$ cat config.mk
export PLATFORM = sky130hd
export DESIGN_NAME = rpc_packet_deframer_top_flat
export DESIGN_NICKNAME = d
export VERILOG_FILES = /design/src/rpd_pkg.sv /design/src/rpd_if.sv /design/src/rpd_cfg.sv /design/src/rpd_core.sv /design/src/rpc_packet_deframer_top.sv /design/src/flat_wrapper.sv
export SDC_FILE = /design/constraint.sdc
export NUM_CORES = 1
export LEC_CHECK = 0
export ABC_AREA = 1
export BUFFER_PORTS_ARGS = -buffer_cell sky130_fd_sc_hd__buf_2
export CAP_MARGIN = 20
export CORE_ASPECT_RATIO = 0.6
export CORE_MARGIN = 3
export CORE_UTILIZATION = 59
export DETAILED_ROUTE_END_ITERATION = 6
export PLACE_DENSITY = 0.78
export SLEW_MARGIN = 20
export SYNTH_ARGS = -nofsm -noshare
export SYNTH_HDL_FRONTEND = slang
export SYNTH_SLANG_ARGS = --single-unit
$ cat constraint.sdc
create_clock -name clk -period 18.4 [get_ports clk]
set_input_delay 1.84 -clock clk [delete_from_list [all_inputs] [get_ports clk]]
set_output_delay 1.84 -clock clk [all_outputs]
set_load 0.02 [all_outputs]
$ cat src/rpd_pkg.sv
`timescale 1ns / 1ps
`default_nettype none
package rpd_pkg;

  localparam int HDR_LEN        = 15;
  localparam int MAX_PACKET_DEF = 4096;
  localparam int NUL_SKIP       = 2;
  localparam int ID_BYTES       = 8;
  localparam int CFG_ADDR_W     = 3;
  localparam int CFG_DATA_W     = 32;

  localparam logic [7:0] TYPE_REPLY = 8'd1;

  typedef enum logic [0:0] {
    REG_LOGIN_CMD = 1'b0
  } cfg_reg_t;

  typedef struct packed {
    logic [7:0]         payload_byte;
    logic               byte_valid;
    logic               last;
    logic [7:0]         packet_type;
    logic [15:0]        command;
    logic [63:0]        frame_id;
    logic [7:0]         error_code;
    logic [11:0]        payload_length;
    logic               malformed;
    logic signed [63:0] user_id;
    logic               user_id_updated;
  } result_t;

endpackage
`default_nettype wire

$ cat src/rpd_if.sv
`timescale 1ns / 1ps
`default_nettype none
interface rpd_in_if;
  logic       valid;
  logic       ready;
  logic [7:0] data_byte;

  modport source (output valid, output data_byte, input ready);
  modport sink (input valid, input data_byte, output ready);
endinterface

interface rpd_out_if;
  logic               valid;
  logic               ready;
  logic [7:0]         payload_byte;
  logic               byte_valid;
  logic               last;
  logic [7:0]         packet_type;
  logic [15:0]        command;
  logic [63:0]        frame_id;
  logic [7:0]         error_code;
  logic [11:0]        payload_length;
  logic               malformed;
  logic signed [63:0] user_id;
  logic               user_id_updated;

  modport source (
    output valid, output payload_byte, output byte_valid, output last,
    output packet_type, output command, output frame_id, output error_code,
    output payload_length, output malformed, output user_id, output user_id_updated,
    input ready
  );
  modport sink (
    input valid, input payload_byte, input byte_valid, input last,
    input packet_type, input command, input frame_id, input error_code,
    input payload_length, input malformed, input user_id, input user_id_updated,
    output ready
  );
endinterface
`default_nettype wire

$ cat src/rpd_cfg.sv
`timescale 1ns / 1ps
`default_nettype none
module rpd_cfg (
  input  wire logic                           clk,
  input  wire logic                           rst_n,
  input  wire logic                           psel,
  input  wire logic                           penable,
  input  wire logic                           pwrite,
  input  wire logic [rpd_pkg::CFG_ADDR_W-1:0] paddr,
  input  wire logic [rpd_pkg::CFG_DATA_W-1:0] pwdata,
  output logic      [rpd_pkg::CFG_DATA_W-1:0] prdata,
  output logic                                pready,
  output logic      [15:0]                    login_command
);
  import rpd_pkg::*;

  logic [15:0] login_cmd_r;
  logic [15:0] login_cmd_nxt;
  cfg_reg_t    reg_sel;
  logic        wr_en;

  assign reg_sel = cfg_reg_t'(paddr[CFG_ADDR_W-1:2]);
  assign pready  = 1'b1;
  assign wr_en   = psel && penable && pwrite && pready;

  always_comb begin
    login_cmd_nxt = login_cmd_r;
    if (wr_en && (reg_sel == REG_LOGIN_CMD)) begin
      login_cmd_nxt = pwdata[15:0];
    end
  end

  always_comb begin
    case (reg_sel)
      REG_LOGIN_CMD: prdata = CFG_DATA_W'(login_cmd_r);
      default:       prdata = '0;
    endcase
  end

  always_ff @(posedge clk) begin
    if (!rst_n) begin
      login_cmd_r <= '0;
    end else begin
      login_cmd_r <= login_cmd_nxt;
    end
  end

  assign login_command = login_cmd_r;

endmodule
`default_nettype wire

$ cat src/rpd_core.sv
`timescale 1ns / 1ps
`default_nettype none
module rpd_core #(
  parameter int MAX_PACKET = rpd_pkg::MAX_PACKET_DEF
) (
  input  wire logic             clk,
  input  wire logic             rst_n,
  input  wire logic             step,
  input  wire logic [7:0]       in_byte,
  input  wire logic [15:0]      login_command,
  output logic                  res_vld,
  output rpd_pkg::result_t      res
);
  import rpd_pkg::*;

  localparam int POS_W = $clog2(MAX_PACKET);

  logic [POS_W-1:0] pos_r, pos_nxt;
  logic [7:0]       type_r, type_nxt;
  logic [15:0]      cmd_r, cmd_nxt;
  logic [31:0]      size_r, size_nxt;
  logic [63:0]      id_r, id_nxt;
  logic [7:0]       err_r, err_nxt;
  logic [1:0]       nul_r, nul_nxt;
  logic [3:0]       cap_r, cap_nxt;
  logic [63:0]      capt_r, capt_nxt;
  logic [63:0]      learned_r, learned_nxt;
  logic             stopped_r, stopped_nxt;

  logic clr;
  logic is_last;
  logic snoop_en;
  logic pb_valid;
  logic last_f;
  logic mal_f;
  logic upd_f;
  logic reply_sub;

  assign is_last  = ({1'b0, 32'(pos_r)} + 33'd1) == {1'b0, size_r};
  assign snoop_en = (type_r == TYPE_REPLY) && (cmd_r == login_command);

  always_comb begin
    pos_nxt     = pos_r;
    type_nxt    = type_r;
    cmd_nxt     = cmd_r;
    size_nxt    = size_r;
    id_nxt      = id_r;
    err_nxt     = err_r;
    nul_nxt     = nul_r;
    cap_nxt     = cap_r;
    capt_nxt    = capt_r;
    learned_nxt = learned_r;
    stopped_nxt = stopped_r;
    clr         = 1'b0;
    res_vld     = 1'b0;
    pb_valid    = 1'b0;
    last_f      = 1'b0;
    mal_f       = 1'b0;
    upd_f       = 1'b0;
    if (step && !stopped_r) begin
      if (pos_r < POS_W'(HDR_LEN)) begin
        // header capture, little-endian
        if (pos_r == '0) begin
          type_nxt = in_byte;
        end
        for (int k = 0; k < 2; k++) begin
          if (pos_r == POS_W'(1 + k)) begin
            cmd_nxt[8*k +: 8] = in_byte;
          end
        end
        for (int k = 0; k < 4; k++) begin
          if (pos_r == POS_W'(3 + k)) begin
            size_nxt[8*k +: 8] = in_byte;
          end
        end
        for (int k = 0; k < 8; k++) begin
          if (pos_r == POS_W'(7 + k)) begin
            id_nxt[8*k +: 8] = in_byte;
          end
        end
        if (pos_r == POS_W'(HDR_LEN - 1)) begin
          if ((size_nxt < 32'(HDR_LEN)) || (size_nxt > 32'(MAX_PACKET))) begin
            stopped_nxt = 1'b1;
            err_nxt     = '0;
            res_vld     = 1'b1;
            mal_f       = 1'b1;
          end else if (size_nxt == 32'(HDR_LEN)) begin
            err_nxt = '0;
            res_vld = 1'b1;
            last_f  = 1'b1;
            clr     = 1'b1;
          end else begin
            pos_nxt = POS_W'(HDR_LEN);
          end
        end else begin
          pos_nxt = pos_r + POS_W'(1);
        end
      end else begin
        if ((type_r == TYPE_REPLY) && (pos_r == POS_W'(HDR_LEN))) begin
          err_nxt = in_byte;
        end else begin
          pb_valid = 1'b1;
          if (snoop_en && (err_r == '0)) begin
            if (nul_r < 2'(NUL_SKIP)) begin
              if (in_byte == '0) begin
                nul_nxt = nul_r + 2'd1;
              end
            end else if (cap_r < 4'(ID_BYTES)) begin
              for (int k = 0; k < ID_BYTES; k++) begin
                if (cap_r[2:0] == 3'(k)) begin
                  capt_nxt[8*k +: 8] = in_byte;
                end
              end
              cap_nxt = cap_r + 4'd1;
            end
          end
        end
        if (is_last) begin
          if (snoop_en && (err_nxt == '0) && (cap_nxt == 4'(ID_BYTES))) begin
            learned_nxt = capt_nxt;
            upd_f       = 1'b1;
          end
          res_vld = 1'b1;
          last_f  = 1'b1;
          clr     = 1'b1;
        end else begin
          pos_nxt = pos_r + POS_W'(1);
          res_vld = pb_valid;
        end
      end
    end
  end

  assign reply_sub = (type_nxt == TYPE_REPLY) && (size_nxt > 32'(HDR_LEN));

  always_comb begin
    res.payload_byte    = pb_valid ? in_byte : '0;
    res.byte_valid      = pb_valid;
    res.last            = last_f;
    res.packet_type     = type_nxt;
    res.command         = cmd_nxt;
    res.frame_id        = id_nxt;
    res.error_code      = mal_f ? '0 : err_nxt;
    res.payload_length  = mal_f ? '0
                        : (size_nxt[11:0] - 12'(HDR_LEN) - {11'd0, reply_sub});
    res.malformed       = mal_f;
    res.user_id         = learned_nxt;
    res.user_id_updated = upd_f;
  end

  always_ff @(posedge clk) begin
    if (!rst_n) begin
      pos_r     <= '0;
      type_r    <= '0;
      cmd_r     <= '0;
      size_r    <= '0;
      id_r      <= '0;
      err_r     <= '0;
      nul_r     <= '0;
      cap_r     <= '0;
      capt_r    <= '0;
      learned_r <= '0;
      stopped_r <= 1'b0;
    end else begin
      type_r    <= type_nxt;
      cmd_r     <= cmd_nxt;
      size_r    <= size_nxt;
      id_r      <= id_nxt;
      learned_r <= learned_nxt;
      stopped_r <= stopped_nxt;
      if (clr) begin
        pos_r  <= '0;
        err_r  <= '0;
        nul_r  <= '0;
        cap_r  <= '0;
        capt_r <= '0;
      end else begin
        pos_r  <= pos_nxt;
        err_r  <= err_nxt;
        nul_r  <= nul_nxt;
        cap_r  <= cap_nxt;
        capt_r <= capt_nxt;
      end
    end
  end

  a_stopped_sticks: assert property (@(posedge clk) disable iff (!rst_n)
    stopped_r |=> stopped_r)
    else $error("stopped flag cleared without reset");

  a_no_result_when_stopped: assert property (@(posedge clk) disable iff (!rst_n)
    stopped_r |-> !res_vld)
    else $error("result produced after malformed packet");

  a_last_restarts: assert property (@(posedge clk) disable iff (!rst_n)
    (res_vld && res.last) |=> (pos_r == '0) && (cap_r == '0) && (nul_r == '0))
    else $error("packet state not cleared after last word");

  a_malformed_stops: assert property (@(posedge clk) disable iff (!rst_n)
    (res_vld && res.malformed) |=> stopped_r)
    else $error("malformed result did not stop the deframer");

endmodule
`default_nettype wire

$ cat src/rpc_packet_deframer_top.sv
`timescale 1ns / 1ps
`default_nettype none
// Packet deframer for a byte-serial RPC link. Takes one stream byte per cycle on in_ch while
// out_ch is not stalled, and gives at most one word per byte on out_ch: one per payload byte,
// one on the final byte of each packet (last set, header fields valid) and one with malformed
// set when a header declares a size below 15 or above MAX_PACKET, after which every byte is
// swallowed until reset. A byte passes through the input register and the result register
// around the single pass of header, error-byte and login-snoop logic. login_command sits at
// byte address 0 of the APB port and should be written while the stream is idle; user_id
// reports the id learned from the latest successful login reply.
module rpc_packet_deframer_top #(
  parameter int MAX_PACKET = rpd_pkg::MAX_PACKET_DEF
) (
  input  wire logic                           clk,
  input  wire logic                           rst_n,
  rpd_in_if.sink                              in_ch,
  rpd_out_if.source                           out_ch,
  input  wire logic                           psel,
  input  wire logic                           penable,
  input  wire logic                           pwrite,
  input  wire logic [rpd_pkg::CFG_ADDR_W-1:0] paddr,
  input  wire logic [rpd_pkg::CFG_DATA_W-1:0] pwdata,
  output logic      [rpd_pkg::CFG_DATA_W-1:0] prdata,
  output logic                                pready
);
  import rpd_pkg::*;

  logic        in_vld_r, in_vld_nxt;
  logic [7:0]  in_byte_r, in_byte_nxt;
  logic        out_vld_r, out_vld_nxt;
  result_t     out_res_r, out_res_nxt;
  logic        advance;
  logic        take;
  logic        res_vld;
  result_t     res;
  logic [15:0] login_command;

  rpd_cfg u_cfg (
    .clk           (clk),
    .rst_n         (rst_n),
    .psel          (psel),
    .penable       (penable),
    .pwrite        (pwrite),
    .paddr         (paddr),
    .pwdata        (pwdata),
    .prdata        (prdata),
    .pready        (pready),
    .login_command (login_command)
  );

  rpd_core #(
    .MAX_PACKET (MAX_PACKET)
  ) u_core (
    .clk           (clk),
    .rst_n         (rst_n),
    .step          (advance),
    .in_byte       (in_byte_r),
    .login_command (login_command),
    .res_vld       (res_vld),
    .res           (res)
  );

  assign advance     = in_vld_r && (!out_vld_r || out_ch.ready);
  assign in_ch.ready = !in_vld_r || advance;
  assign take        = in_ch.valid && in_ch.ready;

  always_comb begin
    in_vld_nxt  = in_vld_r;
    in_byte_nxt = in_byte_r;
    if (in_ch.ready) begin
      in_vld_nxt  = take;
      in_byte_nxt = in_ch.data_byte;
    end
  end

  always_comb begin
    out_vld_nxt = out_vld_r;
    out_res_nxt = out_res_r;
    if (advance) begin
      out_vld_nxt = res_vld;
      out_res_nxt = res;
    end else if (out_ch.ready) begin
      out_vld_nxt = 1'b0;
    end
  end

  always_ff @(posedge clk) begin
    if (!rst_n) begin
      in_vld_r  <= 1'b0;
      out_vld_r <= 1'b0;
    end else begin
      in_vld_r  <= in_vld_nxt;
      out_vld_r <= out_vld_nxt;
    end
  end

  always_ff @(posedge clk) begin
    in_byte_r <= in_byte_nxt;
    out_res_r <= out_res_nxt;
  end

  assign out_ch.valid           = out_vld_r;
  assign out_ch.payload_byte    = out_res_r.payload_byte;
  assign out_ch.byte_valid      = out_res_r.byte_valid;
  assign out_ch.last            = out_res_r.last;
  assign out_ch.packet_type     = out_res_r.packet_type;
  assign out_ch.command         = out_res_r.command;
  assign out_ch.frame_id        = out_res_r.frame_id;
  assign out_ch.error_code      = out_res_r.error_code;
  assign out_ch.payload_length  = out_res_r.payload_length;
  assign out_ch.malformed       = out_res_r.malformed;
  assign out_ch.user_id         = out_res_r.user_id;
  assign out_ch.user_id_updated = out_res_r.user_id_updated;

endmodule
`default_nettype wire

$ cat src/flat_wrapper.sv
// flat-port wrapper written by rule: the top's interface ports become plain ports
module rpc_packet_deframer_top_flat import rpd_pkg::*;
#(
  parameter int MAX_PACKET = rpd_pkg::MAX_PACKET_DEF
)
  (clk, rst_n, psel, penable, pwrite, paddr, pwdata, prdata, pready, in_ch_valid, in_ch_data_byte, in_ch_ready, out_ch_valid, out_ch_payload_byte, out_ch_byte_valid, out_ch_last, out_ch_packet_type, out_ch_command, out_ch_frame_id, out_ch_error_code, out_ch_payload_length, out_ch_malformed, out_ch_user_id, out_ch_user_id_updated, out_ch_ready);
  rpd_in_if in_ch_i ();
  rpd_out_if out_ch_i ();
  input  wire logic clk;
  input  wire logic rst_n;
  input  wire logic psel;
  input  wire logic penable;
  input  wire logic pwrite;
  input  wire logic [rpd_pkg::CFG_ADDR_W-1:0] paddr;
  input  wire logic [rpd_pkg::CFG_DATA_W-1:0] pwdata;
  output logic      [rpd_pkg::CFG_DATA_W-1:0] prdata;
  output logic pready;
  input wire logic [$bits(in_ch_i.valid)-1:0] in_ch_valid;
  input wire logic [$bits(in_ch_i.data_byte)-1:0] in_ch_data_byte;
  output wire logic [$bits(in_ch_i.ready)-1:0] in_ch_ready;
  output wire logic [$bits(out_ch_i.valid)-1:0] out_ch_valid;
  output wire logic [$bits(out_ch_i.payload_byte)-1:0] out_ch_payload_byte;
  output wire logic [$bits(out_ch_i.byte_valid)-1:0] out_ch_byte_valid;
  output wire logic [$bits(out_ch_i.last)-1:0] out_ch_last;
  output wire logic [$bits(out_ch_i.packet_type)-1:0] out_ch_packet_type;
  output wire logic [$bits(out_ch_i.command)-1:0] out_ch_command;
  output wire logic [$bits(out_ch_i.frame_id)-1:0] out_ch_frame_id;
  output wire logic [$bits(out_ch_i.error_code)-1:0] out_ch_error_code;
  output wire logic [$bits(out_ch_i.payload_length)-1:0] out_ch_payload_length;
  output wire logic [$bits(out_ch_i.malformed)-1:0] out_ch_malformed;
  output wire logic [$bits(out_ch_i.user_id)-1:0] out_ch_user_id;
  output wire logic [$bits(out_ch_i.user_id_updated)-1:0] out_ch_user_id_updated;
  input wire logic [$bits(out_ch_i.ready)-1:0] out_ch_ready;
  assign in_ch_i.valid = in_ch_valid;
  assign in_ch_i.data_byte = in_ch_data_byte;
  assign in_ch_ready = in_ch_i.ready;
  assign out_ch_valid = out_ch_i.valid;
  assign out_ch_payload_byte = out_ch_i.payload_byte;
  assign out_ch_byte_valid = out_ch_i.byte_valid;
  assign out_ch_last = out_ch_i.last;
  assign out_ch_packet_type = out_ch_i.packet_type;
  assign out_ch_command = out_ch_i.command;
  assign out_ch_frame_id = out_ch_i.frame_id;
  assign out_ch_error_code = out_ch_i.error_code;
  assign out_ch_payload_length = out_ch_i.payload_length;
  assign out_ch_malformed = out_ch_i.malformed;
  assign out_ch_user_id = out_ch_i.user_id;
  assign out_ch_user_id_updated = out_ch_i.user_id_updated;
  assign out_ch_i.ready = out_ch_ready;
  rpc_packet_deframer_top #(.MAX_PACKET(MAX_PACKET)) u_core (.clk(clk), .rst_n(rst_n), .in_ch(in_ch_i), .out_ch(out_ch_i), .psel(psel), .penable(penable), .pwrite(pwrite), .paddr(paddr), .pwdata(pwdata), .prdata(prdata), .pready(pready));
endmodule
* Word-level counts from Yosys, hierarchy flattened *
Cells that the tools add are included.

operators by class
  $add $sub $neg = 6
  magnitude comparators = 6
  eq/ne operators = 31
  mux-type cells = 88
  bitwise gates (word level) = 6
  reductions and logical operators = 30

operators with widths
  cell                                                                     count
  64-bit two-way mux                                                       10
  8-bit two-way mux                                                        41
  12-bit by 4-bit == test with 1-bit output (second input constant)        8
  32-bit two-way mux                                                       2
  12-bit two-way mux                                                       5
  12-bit by 3-bit == test with 1-bit output (second input constant)        4
  16-bit two-way mux                                                       3
  33-bit by 32-bit == test with 1-bit output                               1
  32-bit by 4-bit == test with 1-bit output (second input constant)        1
  32-bit by 13-bit > comparator with 1-bit output (second input constant)  1
  32-bit by 4-bit > comparator with 1-bit output (second input constant)   1
  32-bit by 4-bit < comparator with 1-bit output (second input constant)   1
  12-bit by 2-bit == test with 1-bit output (second input constant)        2
  8-bit zero test                                                          3
  4-bit two-way mux                                                        6
  1-bit two-way mux                                                        21
  16-bit == test                                                           1
  8-bit by 1-bit == test with 1-bit output (second input constant)         2
  12-bit by 1-bit adder with 13-bit output (second input constant)         1
  12-bit by 1-bit adder with 12-bit output (second input constant)         1
  12-bit by 1-bit == test with 1-bit output (second input constant)        1
  3-bit == test (second input constant)                                    4
  1-bit logical AND                                                        12
  12-bit zero test                                                         1
  22 further kinds                                                         34

storage, ports and cells
  bits in registers = 485
  input port bits = 50
  word-level logic and storage cells = 193

* Longest topological paths before layout *
  depth after elaboration = 13
  mapped depth = 27
  gate-level depth less buffers = 26

* Modules after synthesis *
A second synthesis with hierarchy kept.

unflattened totals
  cells, all modules = 3257
  area total of the unflattened synthesis = 24015.5 um^2

by module, submodules not included
  module                   instances  cells each  area an instance (um^2)  seq. area each (um^2)
  rpd_core                 1          2893        17091.4                  5505.3
  rpc_packet_deframer_top  1          203         5855.6                   5805.6
  rpd_cfg                  1          161         1068.5                   320.3

* Least setup slack after synthesis *
OpenSTA, ideal clock, no wires.

  path type = input -> register
  from = in out_ch_ready
  to = reg u_core.out_res_r (netlist bit u_core.out_ch.payload_length[9]), data pin
  data arrival time = 13341 ps
  required time = 18144 ps
  slack = 4803 ps
  cell stages on the path = 25
  path buffers = 1
  path through = inv_1 -> nand2_1 -> inv_1 -> nor2_1 -> nand2_1 -> clkinv_1 -> nand2_2 -> nor2_1 -> nand2_1 -> buf_2 -> o21a_1 -> nor4_1 -> nand3_1 -> ha_1 -> ha_1 -> inv_1 -> ha_1 -> nor2_1 -> o21ai_0 -> nand2_1 -> nor2_1 -> nand2_1 -> xor2_1 -> inv_1 -> nor2_1

on the way
  longest elaborated chain between the ends = 7
  elaborated cells on any way between the ends = 11
  those cells by class = add/sub: 2; order compare: 1; eq/ne: 1; mux: 3; reduce/logical: 4

RTL lines
  item                                                                                                        line                           RTL
  start: declaration                                                                                          flat_wrapper.sv:33             input wire logic [$bits(out_ch_i.ready)-1:0] out_ch_ready;
  1-bit logical OR (*)                                                                                        rpc_packet_deframer_top.sv:63  assign advance = in_vld_r && (!out_vld_r || out_ch.ready);
  1-bit logical AND (*)                                                                                       rpc_packet_deframer_top.sv:63
  net u_core.advance                                                                                          rpc_packet_deframer_top.sv:32  logic advance;
  1-bit logical AND (*)                                                                                       rpd_core.sv:60                 if (step && !stopped_r) begin
  32-bit two-way mux or 8-bit two-way mux (tied branches)                                                     rpd_core.sv:60
  32-bit by 4-bit > comparator with 1-bit output or 8-bit by 1-bit == test with 1-bit output (tied branches)  rpd_core.sv:134                assign reply_sub = (type_nxt == TYPE_REPLY) && (size_nxt > 32'(HDR_LEN));
  1-bit logical AND                                                                                           rpd_core.sv:134
  12-bit by 1-bit subtractor with 12-bit output                                                               rpd_core.sv:145                : (size_nxt[11:0] - 12'(HDR_LEN) - {11'd0, reply_sub});
  end signal: assignment                                                                                      rpc_packet_deframer_top.sv:99  out_res_r <= out_res_nxt;
  end: declaration                                                                                            rpc_packet_deframer_top.sv:31  result_t out_res_r, out_res_nxt;

Mark *: on every way through the listed nets, which the timed path passes. The rest lies on a longest branch.
A chain may end at the register's enable or synchronous reset.

* Worst setup path after layout *
Ends and elaborated chain as after synthesis.

==> key figures <==
Setup path
  – Worst path required time: 18,710 ps
  – R2r endpoint: u_core.out_ch.payload_length[9]$_SDFFCE_PP0P_
  – Critical Path Sink Type: register
  – Maximum fanout count along the critical path: 36
  – Worst-case register-to-register setup slack: 13,020 ps
  – Critical Path Source Type: input port
  – Worst reg-to-reg path cell count: 23
  – Critical-path cell with the highest stage delay: nand2_2
  – Cell family with the largest share of critical-path delay: simple AND/OR/NAND/NOR gates
  – Critical path's most frequent cell: nand2_1
  – Kind of critical path: in2reg
  – Capture point of the worst path: u_core.out_ch.payload_length[9]$_SDFFCE_PP0P_
  – Worst setup path startpoint: out_ch_ready
  – CP Data Arrival Time: 6700 ps
  – Max incr delay on CP: 720 ps
  – Worst R2R Start: u_core.u_core.pos_r[0]$_SDFFE_PP0P_
  – Total stage count of the critical path: 27
  – Buffer and inverter count on the worst path: 7

Outcome
  – Result of the run: finished clean

Timing
  – Final critical-path required period: 6389 ps
  – Worst slew pin tran: 1025 ps
  – Tightest slew margin relative to the limit: 31.46%
  – Final hold vios: 0
  – Final hold slack: 456.4 ps
  – Unrepaired setup endpoints after global routing: no
  – Setup TNS: 0 ps
  – Number of setup violations in the final report: 0
  – Number of slew-limit violations in the final report: 0
  – Post-Route Skew: 23.34 ps
  – Post-route fraction of the period consumed by the critical path: 34.72%
  – Maximum operating frequency: 156.5 MHz

Clock tree
  – # hold bufs at CTS: 0
  – Buffer type at the clock tree root: clkbuf_16
  – H-tree lvl count: 2
  – Number of buffers inserted to repair setup after CTS: 0
  – Inserted Clock Buffers: 45
  – Clock Sinks: 485
  – Maximum buffer depth of the clock tree: 3
  – Total of cells resized after clock tree synthesis: 0
  – Clock-pin slew of the registers on the worst-case setup and hold paths: 70 ps
  – CTS tree: yes
  – Worst-skew pair later-pin latency: 570 ps

Detailed routing
  – DRC marker count from the first detailed-route iteration: 2,205
  – 1st-pass router iterations: 7
  – Post-route DRC violation count: 0
  – Via-to-Cell Ratio: 5.718
  – Number of nets still failing antenna checks after routing: 0
  – Routed WL: 65.52 mm
  – Average routed wire per standard cell: 17.87 um
  – Vias: 20,960

Synth
  – Post-synthesis compound-gate area fraction: 13.17%
  – Combinational family with the most area after synthesis: simple AND/OR/NAND/NOR gates
  – Mux contribution to synthesized area: 0%
  – Post-synthesis instance area: 0.02334 mm^2
  – Area share of fa/ha/maj cells after synthesis: 0.8577%
  – Cells after Synth: 2,984
  – Simple-gate share of the synthesized area: 27.52%
  – Post-synthesis average cell area: 7.822 um^2
  – #FFs+latches synth: 485
  – Share of synthesized area occupied by flip-flops and latches: 49.83%
  – Parity-gate share of the synthesized area counting xor and xnor cells: 0.4878%
  – Number of warnings issued by yosys: 0
  – Post-synthesis cell type count: 43

Global route
  – GRT Resource Usage Total: 30.20%
  – Wire length of the first global-routing pass: 103.5 mm
  – Via count of the first global-routing pass: 19,610
  – Antenna violations before repair: 1
  – Residual overflow from global routing: 0
  – Maximum number of pins on one net before global-route repair: 111

Power and ir drop
  – Sequential fraction of design power: 49.9%
  – Clk pwr share: 38.8%
  – Switch share: 26.96%
  – Power density of the placed cells: 90.16 mW/mm^2
  – Internal power of the cells: 0.001705 W
  – Leakage dissipation: 11.69 nW
  – Largest vdd supply drop: 0.06104 mV
  – Combinational group share of total power: 11.3%
  – Switching Power: 0.0006296 W

Placement
  – Routability Congestion: 0.9485
  – Instance count after placement with tap cells included: 3,581
  – Count of input and output buffers: 233
  – Post-placement cell area: 0.02451 mm^2
  – HPWL reported at the end of detailed placement: 43.60 mm

Die
  – Initial Utilization: 60.89%
  – Std-Cell Core Area: 0.03833 mm^2
  – Die footprint: 0.04206 mm^2
  – Number of placed I/O pins: 269
  – Y dimension of the die: 160.1 um
  – Standard-cell rows: 55
  – Horizontal die dimension: 262.8 um

Layout
  – Final standard cell utilization of the core: 67.57%
  – Final design instance area without fill: 0.02590 mm^2
  – Fillcell total: 3,089
  – Post-route non-filler standard cell count: 3,666
  – Ratio of cells with drive above 1 in the final layout: 14.06%
  – Net count, final: 3,181
  – P&R area growth vs syn: 10.96%

Job
  – Number of violations of the max-capacitance limit: 0

Hold path
  – Min-Delay Path Class: reg2reg
[worst min path at each step]
stage | endpoint | startpoint | slack [ps] | depth (start not counted)
2_1_floorplan | u_core.u_core.stopped_r$_SDFFE_PN0P_ | u_core.u_core.stopped_r$_SDFFE_PN0P_ | 440 | 2
3_3_place_gp | u_core.u_core.capt_r[16]$_SDFFE_PP0P_ | u_core.u_core.capt_r[16]$_SDFFE_PP0P_ | 440 | 2
3_5_place_dp | u_core.u_core.stopped_r$_SDFFE_PN0P_ | u_core.u_core.stopped_r$_SDFFE_PN0P_ | 450 | 2
4_1_cts | u_core.u_core.stopped_r$_SDFFE_PN0P_ | u_core.u_core.stopped_r$_SDFFE_PN0P_ | 460 | 2
5_1_grt | u_core.u_core.capt_r[23]$_SDFFE_PP0P_ | u_core.u_core.capt_r[23]$_SDFFE_PP0P_ | 480 | 2
6_report | u_core.u_core.stopped_r$_SDFFE_PN0P_ | u_core.u_core.stopped_r$_SDFFE_PN0P_ | 460 | 2
[registers in the layout, summed over array words and instances (netlist names), 12 cells and up]
name and cells:
u_core.out_ch.user_id 64, u_core.u_core.size_r 32, u_core.out_ch.command 16, u_core.u_core.capt_r 64, u_core.u_cfg.login_command 16, u_core.u_core.cmd_r 16, u_core.out_ch.frame_id 64, u_core.u_core.learned_r 64
u_core.u_core.id_r 64, u_core.out_ch.payload_length 12, u_core.u_core.pos_r 12
[power groups by stage]
stage          clock network [W]  logic [W]  registers (W)
3_5_place_dp                   0   0.000257        0.00119
6_report                0.000906   0.000265        0.00116
5_1_grt                 0.000963   0.000288        0.00117
4_1_cts                 0.000915   0.000259        0.00116
3_3_place_gp                   0   0.000254        0.00119
2_1_floorplan                  0   0.000164        0.00121
[cell usage after synthesis (all sizes together)]
| cell | count | share of area [%] |
|---|---|---|
| o21a | 11 | 0.35 |
| a211oi | 64 | 2.1 |
| inv | 220 | 3.5 |
| buf | 89 | 2.7 |
| nand3 | 102 | 2.3 |
| xnor2 | 3 | 0.11 |
| nand4 | 91 | 4.0 |
| ha | 16 | 0.86 |
| nor2 | 405 | 6.8 |
| conb | 2 | 0.032 |
| clkinv | 4 | 0.064 |
| xor2 | 10 | 0.38 |
| or2 | 2 | 0.054 |
| nand3b | 1 | 0.032 |
| nand2 | 839 | 14 |
| o21ai | 218 | 4.7 |
| a21oi | 280 | 6.0 |
| nor3 | 15 | 0.41 |
| nor4 | 5 | 0.13 |
| o21bai | 1 | 0.032 |
| clkbuf | 114 | 1.8 |
| a21o | 1 | 0.032 |
| and2 | 2 | 0.054 |
| and3 | 2 | 0.054 |
| nor3b | 2 | 0.064 |
| edfxtp | 192 | 25 |
| dfxtp | 293 | 25 |
[layout make-up]
type / count / area (um^2) / share of cell area, %
antenna: 2 / 5.005 / 0.01932
clock buffer: 64 / 1227 / 4.739
clock inverter: 19 / 157.7 / 0.6087
inverter: 224 / 847.1 / 3.271
multi-input combinational: 2087 / 9925 / 38.32
sequential: 485 / 11630 / 44.92
tap: 513 / 641.9 / 2.478
timing repair buffer: 272 / 1463 / 5.648
[cells by family (layout without fill, tap and decap cells)]
kind of cell,after synthesis,count (layout)
and+or+nand+nor,1466,1466
AOI/OAI and AO/OA,575,575
DFF,485,485
buffers and inverters,427,579
adders and majority gates,16,16
xor gates and xnor gates,13,13
other,2,19
[routing by layer]
metal | vias to the layer above | GRT usage (%) | routed length, um
met3 | 159 | 5.559 | 6252
met5 | - | 0 | 0
li1 | 10060 | - | -
met2 | 976 | 47.14 | 28930
met4 | 0 | 10.09 | 1940
met1 | 9765 | 42.63 | 28400
[worst register-to-register path, cell delays in order, from the launching register on]
cell and delay [ps]:
dfxtp_1 440, ha_1 430, inv_1 180, nor2_4 340, nor2_2 150, nand2_2 620
nor2_1 130, nand2_1 480, nand2_1 120, o21a_1 160, nor4_1 310, nand3_1 150
ha_1 210, ha_1 210, inv_1 60, ha_1 160, nor2_1 60, o21ai_0 210
nand2_1 100, nor2_1 230, nand2_1 110, xor2_1 150, inv_1 70, nor2_1 40
[per-stage QoR]
| step | power (W) | setup slack [ps] |
|---|---|---|
| after detailed placement | 0.001445 | 11540 |
| after floorplan | 0.001374 | 4803 |
| after global routing | 0.002418 | 11540 |
| final | 0.002335 | 12010 |
| after global placement | 0.001441 | 11590 |
| after CTS | 0.002337 | 12080 |
[layout by cell type, fill, tap and decap left out, types with 5 or more instances in the layout]
cell type / Yosys / routed
nor2_1: 390 / 388
nand4_2: 60 / 60
conb_1: 2 / 17
xor2_1: 10 / 10
a211oi_1: 64 / 64
clkbuf_16: 0 / 45
dfxtp_1: 293 / 292
nor2_2: 11 / 9
inv_2: 7 / 9
clkinv_1: 4 / 8
clkinv_2: 0 / 7
nor4_1: 5 / 5
o21ai_1: 6 / 6
o21a_1: 11 / 11
nor3_1: 11 / 8
nor3_2: 4 / 7
ha_1: 16 / 16
nand4_1: 31 / 31
edfxtp_1: 192 / 192
buf_4: 41 / 38
a21oi_1: 279 / 279
inv_1: 213 / 211
nand3_2: 3 / 5
nor2_4: 3 / 7
clkbuf_1: 114 / 16
nand2_1: 834 / 834
nand3_1: 98 / 96
buf_2: 29 / 233
o21ai_0: 212 / 212
No activity file was read; power rests on OpenSTA's default activity.
